--- src/hdl/mer_pkg.sv ---
`default_nettype none

package mer_pkg;

    localparam logic FUNC_START = 1'b0;
    localparam logic FUNC_STEP  = 1'b1;

    typedef enum logic [1:0] {
        PH_IDLE = 2'd0,
        PH_R1   = 2'd1,
        PH_R2   = 2'd2
    } phase_t;

    typedef enum logic [3:0] {
        OP_NONE    = 4'd0,
        OP_LOAD    = 4'd1,
        OP_SQ_A    = 4'd2,
        OP_SQ_B    = 4'd3,
        OP_AY      = 4'd4,
        OP_A2B2    = 4'd5,
        OP_INIT_D  = 4'd6,
        OP_R1_MOVE = 4'd7,
        OP_R1_DEC  = 4'd8,
        OP_SW_M1   = 4'd9,
        OP_SW_M2   = 4'd10,
        OP_SW_D    = 4'd11,
        OP_R2_MOVE = 4'd12,
        OP_R2_DEC  = 4'd13
    } op_t;

    typedef enum logic [1:0] {
        OUT_NONE  = 2'd0,
        OUT_ZERO  = 2'd1,
        OUT_POINT = 2'd2,
        OUT_LAST  = 2'd3
    } out_sel_t;

    typedef struct packed {
        op_t      op;
        out_sel_t out_sel;
    } cmd_t;

    typedef struct packed {
        logic slope_ge;
        logic y_zero;
    } status_t;

endpackage

`default_nettype wire

--- src/hdl/mer_ctrl.sv ---
`default_nettype none

module mer_ctrl
(
    input  wire logic              clk,
    input  wire logic              rst_n,
    input  wire logic              in_valid,
    output logic                   in_stall,
    input  wire logic              func,
    output logic                   out_valid,
    input  wire logic              out_stall,
    output mer_pkg::cmd_t          cmd,
    input  wire mer_pkg::status_t  status
);

    typedef enum logic [13:0] {
        S_READY     = 14'h0001,
        S_SQA       = 14'h0002,
        S_SQB       = 14'h0004,
        S_AY        = 14'h0008,
        S_A2B2      = 14'h0010,
        S_INITD     = 14'h0020,
        S_IDLE_STEP = 14'h0040,
        S_R1_MOVE   = 14'h0080,
        S_R1_DEC    = 14'h0100,
        S_SW_M1     = 14'h0200,
        S_SW_M2     = 14'h0400,
        S_SW_D      = 14'h0800,
        S_R2_MOVE   = 14'h1000,
        S_R2_DEC    = 14'h2000
    } state_t;

    state_t          state_reg, state_next;
    mer_pkg::phase_t phase_reg, phase_next;
    logic            out_valid_reg, out_valid_next;
    logic            accept;
    logic            out_free;

    assign in_stall  = (state_reg != S_READY);
    assign accept    = in_valid && !in_stall;
    assign out_free  = !out_valid_reg || !out_stall;
    assign out_valid = out_valid_reg;

    always_comb
    begin
        state_next  = state_reg;
        phase_next  = phase_reg;
        cmd.op      = mer_pkg::OP_NONE;
        cmd.out_sel = mer_pkg::OUT_NONE;
        unique case (state_reg)
            S_READY:
            begin
                if (accept)
                begin
                    if (func == mer_pkg::FUNC_START)
                    begin
                        cmd.op     = mer_pkg::OP_LOAD;
                        state_next = S_SQA;
                    end
                    else
                    begin
                        unique case (phase_reg)
                            mer_pkg::PH_R1: state_next = S_R1_MOVE;
                            mer_pkg::PH_R2: state_next = S_R2_MOVE;
                            default:        state_next = S_IDLE_STEP;
                        endcase
                    end
                end
            end
            S_SQA:
            begin
                cmd.op     = mer_pkg::OP_SQ_A;
                state_next = S_SQB;
            end
            S_SQB:
            begin
                cmd.op     = mer_pkg::OP_SQ_B;
                state_next = S_AY;
            end
            S_AY:
            begin
                cmd.op     = mer_pkg::OP_AY;
                state_next = S_A2B2;
            end
            S_A2B2:
            begin
                cmd.op     = mer_pkg::OP_A2B2;
                state_next = S_INITD;
            end
            S_INITD:
            begin
                if (out_free)
                begin
                    cmd.op      = mer_pkg::OP_INIT_D;
                    cmd.out_sel = mer_pkg::OUT_ZERO;
                    phase_next  = mer_pkg::PH_R1;
                    state_next  = S_READY;
                end
            end
            S_IDLE_STEP:
            begin
                if (out_free)
                begin
                    cmd.out_sel = mer_pkg::OUT_ZERO;
                    state_next  = S_READY;
                end
            end
            S_R1_MOVE:
            begin
                // slope crossed: rebuild the decision value for the steep part
                if (status.slope_ge)
                begin
                    phase_next = mer_pkg::PH_R2;
                    state_next = S_SW_M1;
                end
                else if (out_free)
                begin
                    cmd.op      = mer_pkg::OP_R1_MOVE;
                    cmd.out_sel = mer_pkg::OUT_POINT;
                    state_next  = S_R1_DEC;
                end
            end
            S_R1_DEC:
            begin
                cmd.op     = mer_pkg::OP_R1_DEC;
                state_next = S_READY;
            end
            S_SW_M1:
            begin
                cmd.op     = mer_pkg::OP_SW_M1;
                state_next = S_SW_M2;
            end
            S_SW_M2:
            begin
                cmd.op     = mer_pkg::OP_SW_M2;
                state_next = S_SW_D;
            end
            S_SW_D:
            begin
                cmd.op     = mer_pkg::OP_SW_D;
                state_next = S_R2_MOVE;
            end
            S_R2_MOVE:
            begin
                if (out_free)
                begin
                    if (status.y_zero)
                    begin
                        cmd.out_sel = mer_pkg::OUT_LAST;
                        phase_next  = mer_pkg::PH_IDLE;
                        state_next  = S_READY;
                    end
                    else
                    begin
                        cmd.op      = mer_pkg::OP_R2_MOVE;
                        cmd.out_sel = mer_pkg::OUT_POINT;
                        state_next  = S_R2_DEC;
                    end
                end
            end
            S_R2_DEC:
            begin
                cmd.op     = mer_pkg::OP_R2_DEC;
                state_next = S_READY;
            end
            default:
            begin
                state_next = S_READY;
            end
        endcase
    end

    // hold a stalled result, load a new one whenever the datapath emits
    assign out_valid_next = (out_valid_reg && out_stall) || (cmd.out_sel != mer_pkg::OUT_NONE);

    always_ff @(posedge clk or negedge rst_n)
    begin
        if (!rst_n)
        begin
            state_reg     <= S_READY;
            phase_reg     <= mer_pkg::PH_IDLE;
            out_valid_reg <= 1'b0;
        end
        else
        begin
            state_reg     <= state_next;
            phase_reg     <= phase_next;
            out_valid_reg <= out_valid_next;
        end
    end

endmodule

`default_nettype wire

--- src/hdl/mer_datapath.sv ---
`default_nettype none

module mer_datapath
#(
    parameter int COORD_BITS = 10
)
(
    input  wire logic                         clk,
    input  wire mer_pkg::cmd_t                cmd,
    output mer_pkg::status_t                  status,
    input  wire logic [COORD_BITS-1:0]        center_x,
    input  wire logic [COORD_BITS-1:0]        center_y,
    input  wire logic [COORD_BITS-1:0]        radius_a,
    input  wire logic [COORD_BITS-1:0]        radius_b,
    output logic                              point_valid,
    output logic signed [COORD_BITS+1:0]      px_pos_pos,
    output logic signed [COORD_BITS+1:0]      py_pos_pos,
    output logic signed [COORD_BITS+1:0]      px_neg_pos,
    output logic signed [COORD_BITS+1:0]      py_neg_pos,
    output logic signed [COORD_BITS+1:0]      px_pos_neg,
    output logic signed [COORD_BITS+1:0]      py_pos_neg,
    output logic signed [COORD_BITS+1:0]      px_neg_neg,
    output logic signed [COORD_BITS+1:0]      py_neg_neg,
    output logic                              last_group
);

    localparam int CB = COORD_BITS;
    localparam int OB = COORD_BITS + 2;
    localparam int DW = 4 * COORD_BITS + 6;

    logic [CB-1:0]   cx_reg, cy_reg, a_reg, b_reg, x_reg, y_reg;
    logic [2*CB-1:0] a2_reg, b2_reg;
    logic [3*CB-1:0] bx_reg, ay_reg;
    logic [4*CB-1:0] a2b2_reg, t1_reg, t2_reg;
    logic [DW-1:0]   dec_reg;

    logic [CB-1:0]   x_inc, ym1;
    logic [3*CB-1:0] bx_inc, ay_dec, aym;
    logic            dec_neg, dec_pos;

    logic [3*CB-1:0] mul_a;
    logic [2*CB-1:0] mul_b;
    logic [5*CB-1:0] mul_full;

    logic [DW-1:0]   a2_d, b2_d, bx_d, ay_d, t1_d, t2_d, a2b2_d;
    logic [DW-1:0]   dec_next;

    logic [OB-1:0]   cx_o, cy_o, x_o, y_o;

    logic            pv_reg, last_reg;
    logic [OB-1:0]   xpp_reg, ypp_reg, xnp_reg, ynp_reg;
    logic [OB-1:0]   xpn_reg, ypn_reg, xnn_reg, ynn_reg;

    assign x_inc   = x_reg + 1'b1;
    // b2*x tracks x, including its wrap back to zero
    assign bx_inc  = (&x_reg) ? '0 : bx_reg + (3*CB)'(b2_reg);
    assign ay_dec  = ay_reg - (3*CB)'(a2_reg);
    assign ym1     = (y_reg == '0) ? CB'(1) : y_reg - 1'b1;
    assign aym     = (y_reg == '0) ? (3*CB)'(a2_reg) : ay_dec;
    assign dec_neg = dec_reg[DW-1];
    assign dec_pos = !dec_neg && (dec_reg != '0);

    assign status.slope_ge = (bx_reg >= ay_reg);
    assign status.y_zero   = (y_reg == '0);

    always_comb
    begin
        mul_a = '0;
        mul_b = '0;
        unique case (cmd.op)
            mer_pkg::OP_SQ_A:
            begin
                mul_a = (3*CB)'(a_reg);
                mul_b = (2*CB)'(a_reg);
            end
            mer_pkg::OP_SQ_B:
            begin
                mul_a = (3*CB)'(b_reg);
                mul_b = (2*CB)'(b_reg);
            end
            mer_pkg::OP_AY:
            begin
                mul_a = (3*CB)'(a2_reg);
                mul_b = (2*CB)'(b_reg);
            end
            mer_pkg::OP_A2B2:
            begin
                mul_a = (3*CB)'(a2_reg);
                mul_b = b2_reg;
            end
            mer_pkg::OP_SW_M1:
            begin
                mul_a = bx_reg;
                mul_b = (2*CB)'(x_reg);
            end
            mer_pkg::OP_SW_M2:
            begin
                mul_a = aym;
                mul_b = (2*CB)'(ym1);
            end
            default:
            begin
                mul_a = '0;
                mul_b = '0;
            end
        endcase
    end

    assign mul_full = mul_a * mul_b;

    assign a2_d   = DW'(a2_reg);
    assign b2_d   = DW'(b2_reg);
    assign bx_d   = DW'(bx_reg);
    assign ay_d   = DW'(ay_reg);
    assign t1_d   = DW'(t1_reg);
    assign t2_d   = DW'(t2_reg);
    assign a2b2_d = DW'(a2b2_reg);

    always_comb
    begin
        dec_next = dec_reg;
        unique case (cmd.op)
            mer_pkg::OP_INIT_D:
                dec_next = (b2_d << 2) - (ay_d << 2) + a2_d;
            // b2*(2x+1)^2 + 4*a2*(y-1)^2 - 4*a2*b2, with b2*x and a2*(y-1) known
            mer_pkg::OP_SW_D:
                dec_next = (t1_d << 2) + (bx_d << 2) + b2_d + (t2_d << 2) - (a2b2_d << 2);
            mer_pkg::OP_R1_DEC:
                dec_next = dec_reg + (bx_d << 3) + (b2_d << 2)
                           - (dec_neg ? DW'(0) : (ay_d << 3));
            mer_pkg::OP_R2_DEC:
                dec_next = dec_reg + (a2_d << 2) - (ay_d << 3)
                           + (dec_pos ? DW'(0) : (bx_d << 3));
            default:
                dec_next = dec_reg;
        endcase
    end

    always_ff @(posedge clk)
    begin
        dec_reg <= dec_next;
        unique case (cmd.op)
            mer_pkg::OP_LOAD:
            begin
                cx_reg <= center_x;
                cy_reg <= center_y;
                a_reg  <= radius_a;
                b_reg  <= radius_b;
                x_reg  <= '0;
                y_reg  <= radius_b;
                bx_reg <= '0;
            end
            mer_pkg::OP_SQ_A:  a2_reg   <= mul_full[2*CB-1:0];
            mer_pkg::OP_SQ_B:  b2_reg   <= mul_full[2*CB-1:0];
            mer_pkg::OP_AY:    ay_reg   <= mul_full[3*CB-1:0];
            mer_pkg::OP_A2B2:  a2b2_reg <= mul_full[4*CB-1:0];
            mer_pkg::OP_SW_M1: t1_reg   <= mul_full[4*CB-1:0];
            mer_pkg::OP_SW_M2: t2_reg   <= mul_full[4*CB-1:0];
            mer_pkg::OP_R1_MOVE:
            begin
                x_reg  <= x_inc;
                bx_reg <= bx_inc;
                if (!dec_neg)
                begin
                    y_reg  <= y_reg - 1'b1;
                    ay_reg <= ay_dec;
                end
            end
            mer_pkg::OP_R2_MOVE:
            begin
                y_reg  <= y_reg - 1'b1;
                ay_reg <= ay_dec;
                if (!dec_pos)
                begin
                    x_reg  <= x_inc;
                    bx_reg <= bx_inc;
                end
            end
            default:
            begin
            end
        endcase
    end

    assign cx_o = OB'(cx_reg);
    assign cy_o = OB'(cy_reg);
    assign x_o  = OB'(x_reg);
    assign y_o  = OB'(y_reg);

    always_ff @(posedge clk)
    begin
        case (cmd.out_sel)
            mer_pkg::OUT_ZERO:
            begin
                pv_reg   <= 1'b0;
                last_reg <= 1'b0;
                xpp_reg  <= '0;
                ypp_reg  <= '0;
                xnp_reg  <= '0;
                ynp_reg  <= '0;
                xpn_reg  <= '0;
                ypn_reg  <= '0;
                xnn_reg  <= '0;
                ynn_reg  <= '0;
            end
            mer_pkg::OUT_POINT, mer_pkg::OUT_LAST:
            begin
                pv_reg   <= 1'b1;
                last_reg <= (cmd.out_sel == mer_pkg::OUT_LAST);
                xpp_reg  <= cx_o + x_o;
                ypp_reg  <= cy_o + y_o;
                xnp_reg  <= cx_o - x_o;
                ynp_reg  <= cy_o + y_o;
                xpn_reg  <= cx_o + x_o;
                ypn_reg  <= cy_o - y_o;
                xnn_reg  <= cx_o - x_o;
                ynn_reg  <= cy_o - y_o;
            end
            default:
            begin
            end
        endcase
    end

    assign point_valid = pv_reg;
    assign last_group  = last_reg;
    assign px_pos_pos  = $signed(xpp_reg);
    assign py_pos_pos  = $signed(ypp_reg);
    assign px_neg_pos  = $signed(xnp_reg);
    assign py_neg_pos  = $signed(ynp_reg);
    assign px_pos_neg  = $signed(xpn_reg);
    assign py_pos_neg  = $signed(ypn_reg);
    assign px_neg_neg  = $signed(xnn_reg);
    assign py_neg_neg  = $signed(ynn_reg);

endmodule

`default_nettype wire

--- src/hdl/midpoint_ellipse_rasterizer_unit.sv ---
`default_nettype none

// channel  | direction | handshake           | payload
// ---------+-----------+---------------------+----------------------------------------
// in       | input     | in_valid / in_stall | func, center_x, center_y, radius_a/b
// out      | output    | out_valid/out_stall | point_valid, px_*/py_* (x4), last_group
//
// Start: accept, then a*a, b*b, a2*b and a2*b2 on one multiplier, then the decision value.
// Step: accept, emit and move, decision update; last group or none loaded: accept and emit.
// Region switch step: slope test, two more multiplier passes, decision rebuild, then the
// region-2 emit and update; no update when that emit is the last group.
// Reset clears the controller and the output valid only; no clearing pass.
// A stalled result holds in the output register; the next emit waits for its transfer.

module midpoint_ellipse_rasterizer_unit
#(
    parameter int COORD_BITS = 10
)
(
    input  wire logic                     clk,
    input  wire logic                     rst_n,
    input  wire logic                     in_valid,
    output logic                          in_stall,
    input  wire logic                     func,
    input  wire logic [COORD_BITS-1:0]    center_x,
    input  wire logic [COORD_BITS-1:0]    center_y,
    input  wire logic [COORD_BITS-1:0]    radius_a,
    input  wire logic [COORD_BITS-1:0]    radius_b,
    output logic                          out_valid,
    input  wire logic                     out_stall,
    output logic                          point_valid,
    output logic signed [COORD_BITS+1:0]  px_pos_pos,
    output logic signed [COORD_BITS+1:0]  py_pos_pos,
    output logic signed [COORD_BITS+1:0]  px_neg_pos,
    output logic signed [COORD_BITS+1:0]  py_neg_pos,
    output logic signed [COORD_BITS+1:0]  px_pos_neg,
    output logic signed [COORD_BITS+1:0]  py_pos_neg,
    output logic signed [COORD_BITS+1:0]  px_neg_neg,
    output logic signed [COORD_BITS+1:0]  py_neg_neg,
    output logic                          last_group
);

    mer_pkg::cmd_t    cmd;
    mer_pkg::status_t status;

    mer_ctrl u_ctrl
    (
        .clk       (clk),
        .rst_n     (rst_n),
        .in_valid  (in_valid),
        .in_stall  (in_stall),
        .func      (func),
        .out_valid (out_valid),
        .out_stall (out_stall),
        .cmd       (cmd),
        .status    (status)
    );

    mer_datapath #(.COORD_BITS(COORD_BITS)) u_datapath
    (
        .clk         (clk),
        .cmd         (cmd),
        .status      (status),
        .center_x    (center_x),
        .center_y    (center_y),
        .radius_a    (radius_a),
        .radius_b    (radius_b),
        .point_valid (point_valid),
        .px_pos_pos  (px_pos_pos),
        .py_pos_pos  (py_pos_pos),
        .px_neg_pos  (px_neg_pos),
        .py_neg_pos  (py_neg_pos),
        .px_pos_neg  (px_pos_neg),
        .py_pos_neg  (py_pos_neg),
        .px_neg_neg  (px_neg_neg),
        .py_neg_neg  (py_neg_neg),
        .last_group  (last_group)
    );

    a_start_busy: assert property (@(posedge clk) disable iff (!rst_n)
        (in_valid && !in_stall && func == mer_pkg::FUNC_START) |=> in_stall)
        else $error("start transfer did not occupy the block");

    a_last_is_point: assert property (@(posedge clk) disable iff (!rst_n)
        (out_valid && last_group) |-> point_valid)
        else $error("last group flagged on a result without points");

    a_symmetry: assert property (@(posedge clk) disable iff (!rst_n)
        (out_valid && point_valid) |->
            (px_pos_pos == px_pos_neg && px_neg_pos == px_neg_neg &&
             py_pos_pos == py_neg_pos && py_pos_neg == py_neg_neg))
        else $error("point group is not symmetric about the center");

    a_empty_zero: assert property (@(posedge clk) disable iff (!rst_n)
        (out_valid && !point_valid) |-> (px_pos_pos == 0 && py_pos_neg == 0 && !last_group))
        else $error("empty result carries nonzero fields");

endmodule

`default_nettype wire

--- config.mk ---
export PLATFORM = sky130hd
export DESIGN_NAME = midpoint_ellipse_rasterizer_unit
export DESIGN_NICKNAME = d
export VERILOG_FILES = /design/src/hdl/mer_pkg.sv /design/src/hdl/mer_ctrl.sv /design/src/hdl/mer_datapath.sv /design/src/hdl/midpoint_ellipse_rasterizer_unit.sv
export SDC_FILE = /design/constraint.sdc
export NUM_CORES = 2
export LEC_CHECK = 0
export CAP_MARGIN = 40
export CORE_ASPECT_RATIO = 0.6
export CORE_MARGIN = 5
export CORE_UTILIZATION = 30
export DETAILED_ROUTE_END_ITERATION = 7
export DONT_BUFFER_PORTS = 1
export PLACE_DENSITY_LB_ADDON = 0.1
export SYNTH_ARGS = -nofsm -noshare
export SYNTH_HDL_FRONTEND = slang
export SYNTH_SLANG_ARGS = --single-unit
--- constraint.sdc ---
create_clock -name clk -period 28.2 [get_ports clk]
set_input_delay 1.41 -clock clk [delete_from_list [all_inputs] [get_ports clk]]
set_output_delay 1.41 -clock clk [all_outputs]
set_load 0.01 [all_outputs]
==> reports/qor.txt <==
result of the run = finished clean
wire length of the first global-routing pass = 284500 um
leakage power summed over all cells = 25.26 nW
synthesized area per cell = 9.223 um^2
power per cell area = 48.52 nW/um^2
Crit path required time = 28650 ps
endpoint class of the critical path = flip-flop
Iter 0 DRT Violations = 3654
Yosys top cell area share = 0.2436
Layout area overhead = 9.462%
TritonCTS Sinks = 387
RD Place Congestion = 0.8763
Power, Total = 0.002728 W
count of boundary I/O pins = 145
IR Drop Worst-Case VDD = 0.00005975 V
Yosys top cell by area = sky130_fd_sc_hd__fa_1
setup TNS after final layout = 0 ps
number of distinct standard cells referenced by the synthesized netlist = 95
Post-Syn Area = 51360 um^2
y dimension of the die = 330.5 um
most frequently used cell type in the post-synthesis netlist = sky130_fd_sc_hd__inv_1
category of the critical setup timing path = flip-flop to flip-flop
predominant post-synthesis flop cell = sky130_fd_sc_hd__edfxtp_1
time the worst path needs with I/O delays and setup = 11520 ps
share of synthesized flip-flops with an asynchronous set or reset = 0.04393
Synth warnings = 0
number of filler instances in the final layout = 17770
Crit path arrival time = 11970 ps
Slowest Stage Delay on Critical Path = 650 ps
number of flip-flops under the largest register name = 46
CTS Root Cell = sky130_fd_sc_hd__clkbuf_16
final antenna-violating net count = 0
number of register bits inferred by synthesis = 387
Slew @ Worst Pin = 1027 ps
upper clock frequency limit = 0.08679 GHz
die width = 544.2 um
Min-Delay Path Class = primary input to asynchronous set/reset pin
number of buffers added on ports = 0
Final Setup Violations = 0
unrepaired setup endpoints after global routing = no
clock insertion delay at the later pin of the skew report = 700 ps
drc violations = 0
HPWL after detailed placement = 161700 um
number of H-tree levels = 2
largest fanout of any net on the critical path = 13
TritonCTS clock tree = built
overall fraction of global-route tracks in use = 0.2154
via count of the first global-routing pass = 39460
remaining global-route overflow = 0
number of CTS-inserted buffers = 49
Max Buffers Root-to-Sink = 3
cts-stage hold buffer count = 0
initial cell density of the core = 0.3022
Routed WL per cell = 24.71 um
via count of the routed design = 40000
instance count of the mapped netlist = 5569
Final #Nets = 6716
post-CTS setup-driven buffer insertion count = 0
Slew Viols, Final = 0
number of max-cap violations = 0
commonest cells in the netlist = sky130_fd_sc_hd__inv_1, sky130_fd_sc_hd__fa_1, sky130_fd_sc_hd__nand2_1, sky130_fd_sc_hd__ha_1, sky130_fd_sc_hd__nor2_1
number of antenna violations at the first check in global routing = 13
critical path launch point type = flip-flop
post-cts resize count = 0
die footprint = 179800 um^2
final clock skew = 76.13 ps
Critical Path Slowest Stage Cell = sky130_fd_sc_hd__a21o_1
fraction of layout instances using a drive strength above 1 = 0.04688
part of the cycle the worst path needs = 0.4086
number of synthesized flops with an enable pin = 370
number of iterations in the first detailed-routing pass = 6
sequential area share after synthesis = 0.2246
cell type with the highest occurrence count on the critical path = sky130_fd_sc_hd__fa_1
Synth area leaders = sky130_fd_sc_hd__fa_1, sky130_fd_sc_hd__edfxtp_1, sky130_fd_sc_hd__ha_1
number of core rows = 117
clock transition at the register clock pins on the worst setup and hold paths after CTS = 60 ps
Routed Wire Length = 194500 um
hold violation count in the final report = 0
ratio of routed vias to standard cells = 5.082
worst relative slew slack = 0.3151
maximum number of pins on one net before global-route repair = 60
Floorplan Core Area = 170000 um^2
-- metrics by stage --
step	worst slack (ps)	area [um^2]	hold WS, ps	instances	util
global route	16010	56220	352.0	7872	0.3308
global placement	16360	54170	510.9	7753	0.3188
finish	16680	56220	400.5	7872	0.3308
detailed placement	16950	54460	528.5	7779	0.3204
floorplan	17960	51540	489.6	5616	-
CTS	16780	56210	339.9	7870	0.3307
-- path summary, 6_finish.rpt --
| path | from | endpoint | slack, ps | depth (start not counted) |
|---|---|---|---|---|
| worst max-delay path | u_datapath.ay_reg[0]$_DFFE_PP_ | u_datapath.a2b2_reg[38]$_DFFE_PN_ | 16680 | 38 |
| worst min register to register | u_ctrl.phase_reg[1]$_DFFE_PN0P_ | u_ctrl.phase_reg[1]$_DFFE_PN0P_ | 530 | 1 |
| worst min-delay path | rst_n | u_ctrl.phase_reg[1]$_DFFE_PN0P_ | 400 | 0 |
| worst max register to register | u_datapath.ay_reg[0]$_DFFE_PP_ | u_datapath.a2b2_reg[38]$_DFFE_PN_ | 16680 | 38 |
| max in group asynchronous | rst_n | u_ctrl.state_reg[0]$_DFFE_PN1P_ | 27630 | 0 |
| min in group clk | u_ctrl.phase_reg[1]$_DFFE_PN0P_ | u_ctrl.phase_reg[1]$_DFFE_PN0P_ | 530 | 1 |
-- where the power goes --
part	switching, W	total, W	internal [W]
logic	0.000794	0.00126	0.000463
clock network	0.000302	0.000716	0.000414
registers	0.0000624	0.000755	0.000693
-- per-layer routing --
metal | vias up | routed length, um | global-route usage
met1 | 20320 | 104500 | 0.3586
li1 | 18370 | - | -
met3 | 111 | 13100 | 0.03941
met2 | 1207 | 74850 | 0.2894
met5 | - | 0 | 0
met4 | 0 | 2090 | 0.02293
-- cell type report --
cell class              count  area (um^2)  area share
diodes                      1        2.502  0.00004451
clock buffers              55         1249     0.02221
clock inverters            36        503.0    0.008947
inverters                 992         3724     0.06623
multi-input cells        4029        35450      0.6306
flip-flops and latches    387        11540      0.2052
well taps                2261         2829     0.05032
repair buffers            111        922.1     0.01640
-- worst max-delay path: cells and delay by family, from the launching register on --
kind	cells	cell delay, ps
adders and majority gates	10	4540
and+or+nand+nor	4	930
xor gates and xnor gates	2	440
AOI/OAI and AO/OA	15	4460
buffers and inverters	7	420
DFF	1	460
-- cells in the final DEF (no fill, tap or decap), drive strengths merged, types with 13 or more instances in the layout --
master / count
inv: 994
fa: 625
nand2: 587
ha: 476
nor2: 465
edfxtp: 370
a21oi: 296
xnor2: 236
o21ai: 194
a21o: 145
buf: 108
xor2: 93
nand3: 77
nor3: 62
clkbuf: 56
and2: 55
conb: 49
o21bai: 46
nand2b: 42
o21a: 36
nor2b: 36
nand4: 33
a211oi: 33
a22oi: 30
a31oi: 30
and3: 29
o211ai: 27
nor4: 27
a221oi: 25
or3: 24
clkinv: 22
o31ai: 18
a221o: 17
nor3b: 17
dfrtp: 16
and4: 16
a211o: 15
or2: 13
-- cell families after synthesis --
kind of cell	count (synthesis)	share of synthesized area
AO/OA/AOI/OAI	1042	0.1345
buffers and inverters	1200	0.09223
XOR/XNOR	329	0.05647
adder cells (fa/ha/maj)	1101	0.3596
multiplexers	9	0.001778
AND/OR/NAND/NOR	1499	0.1307
other	2	0.0001462
flip-flops	387	0.2246
Note: power is estimated with default switching activity, not from simulation.
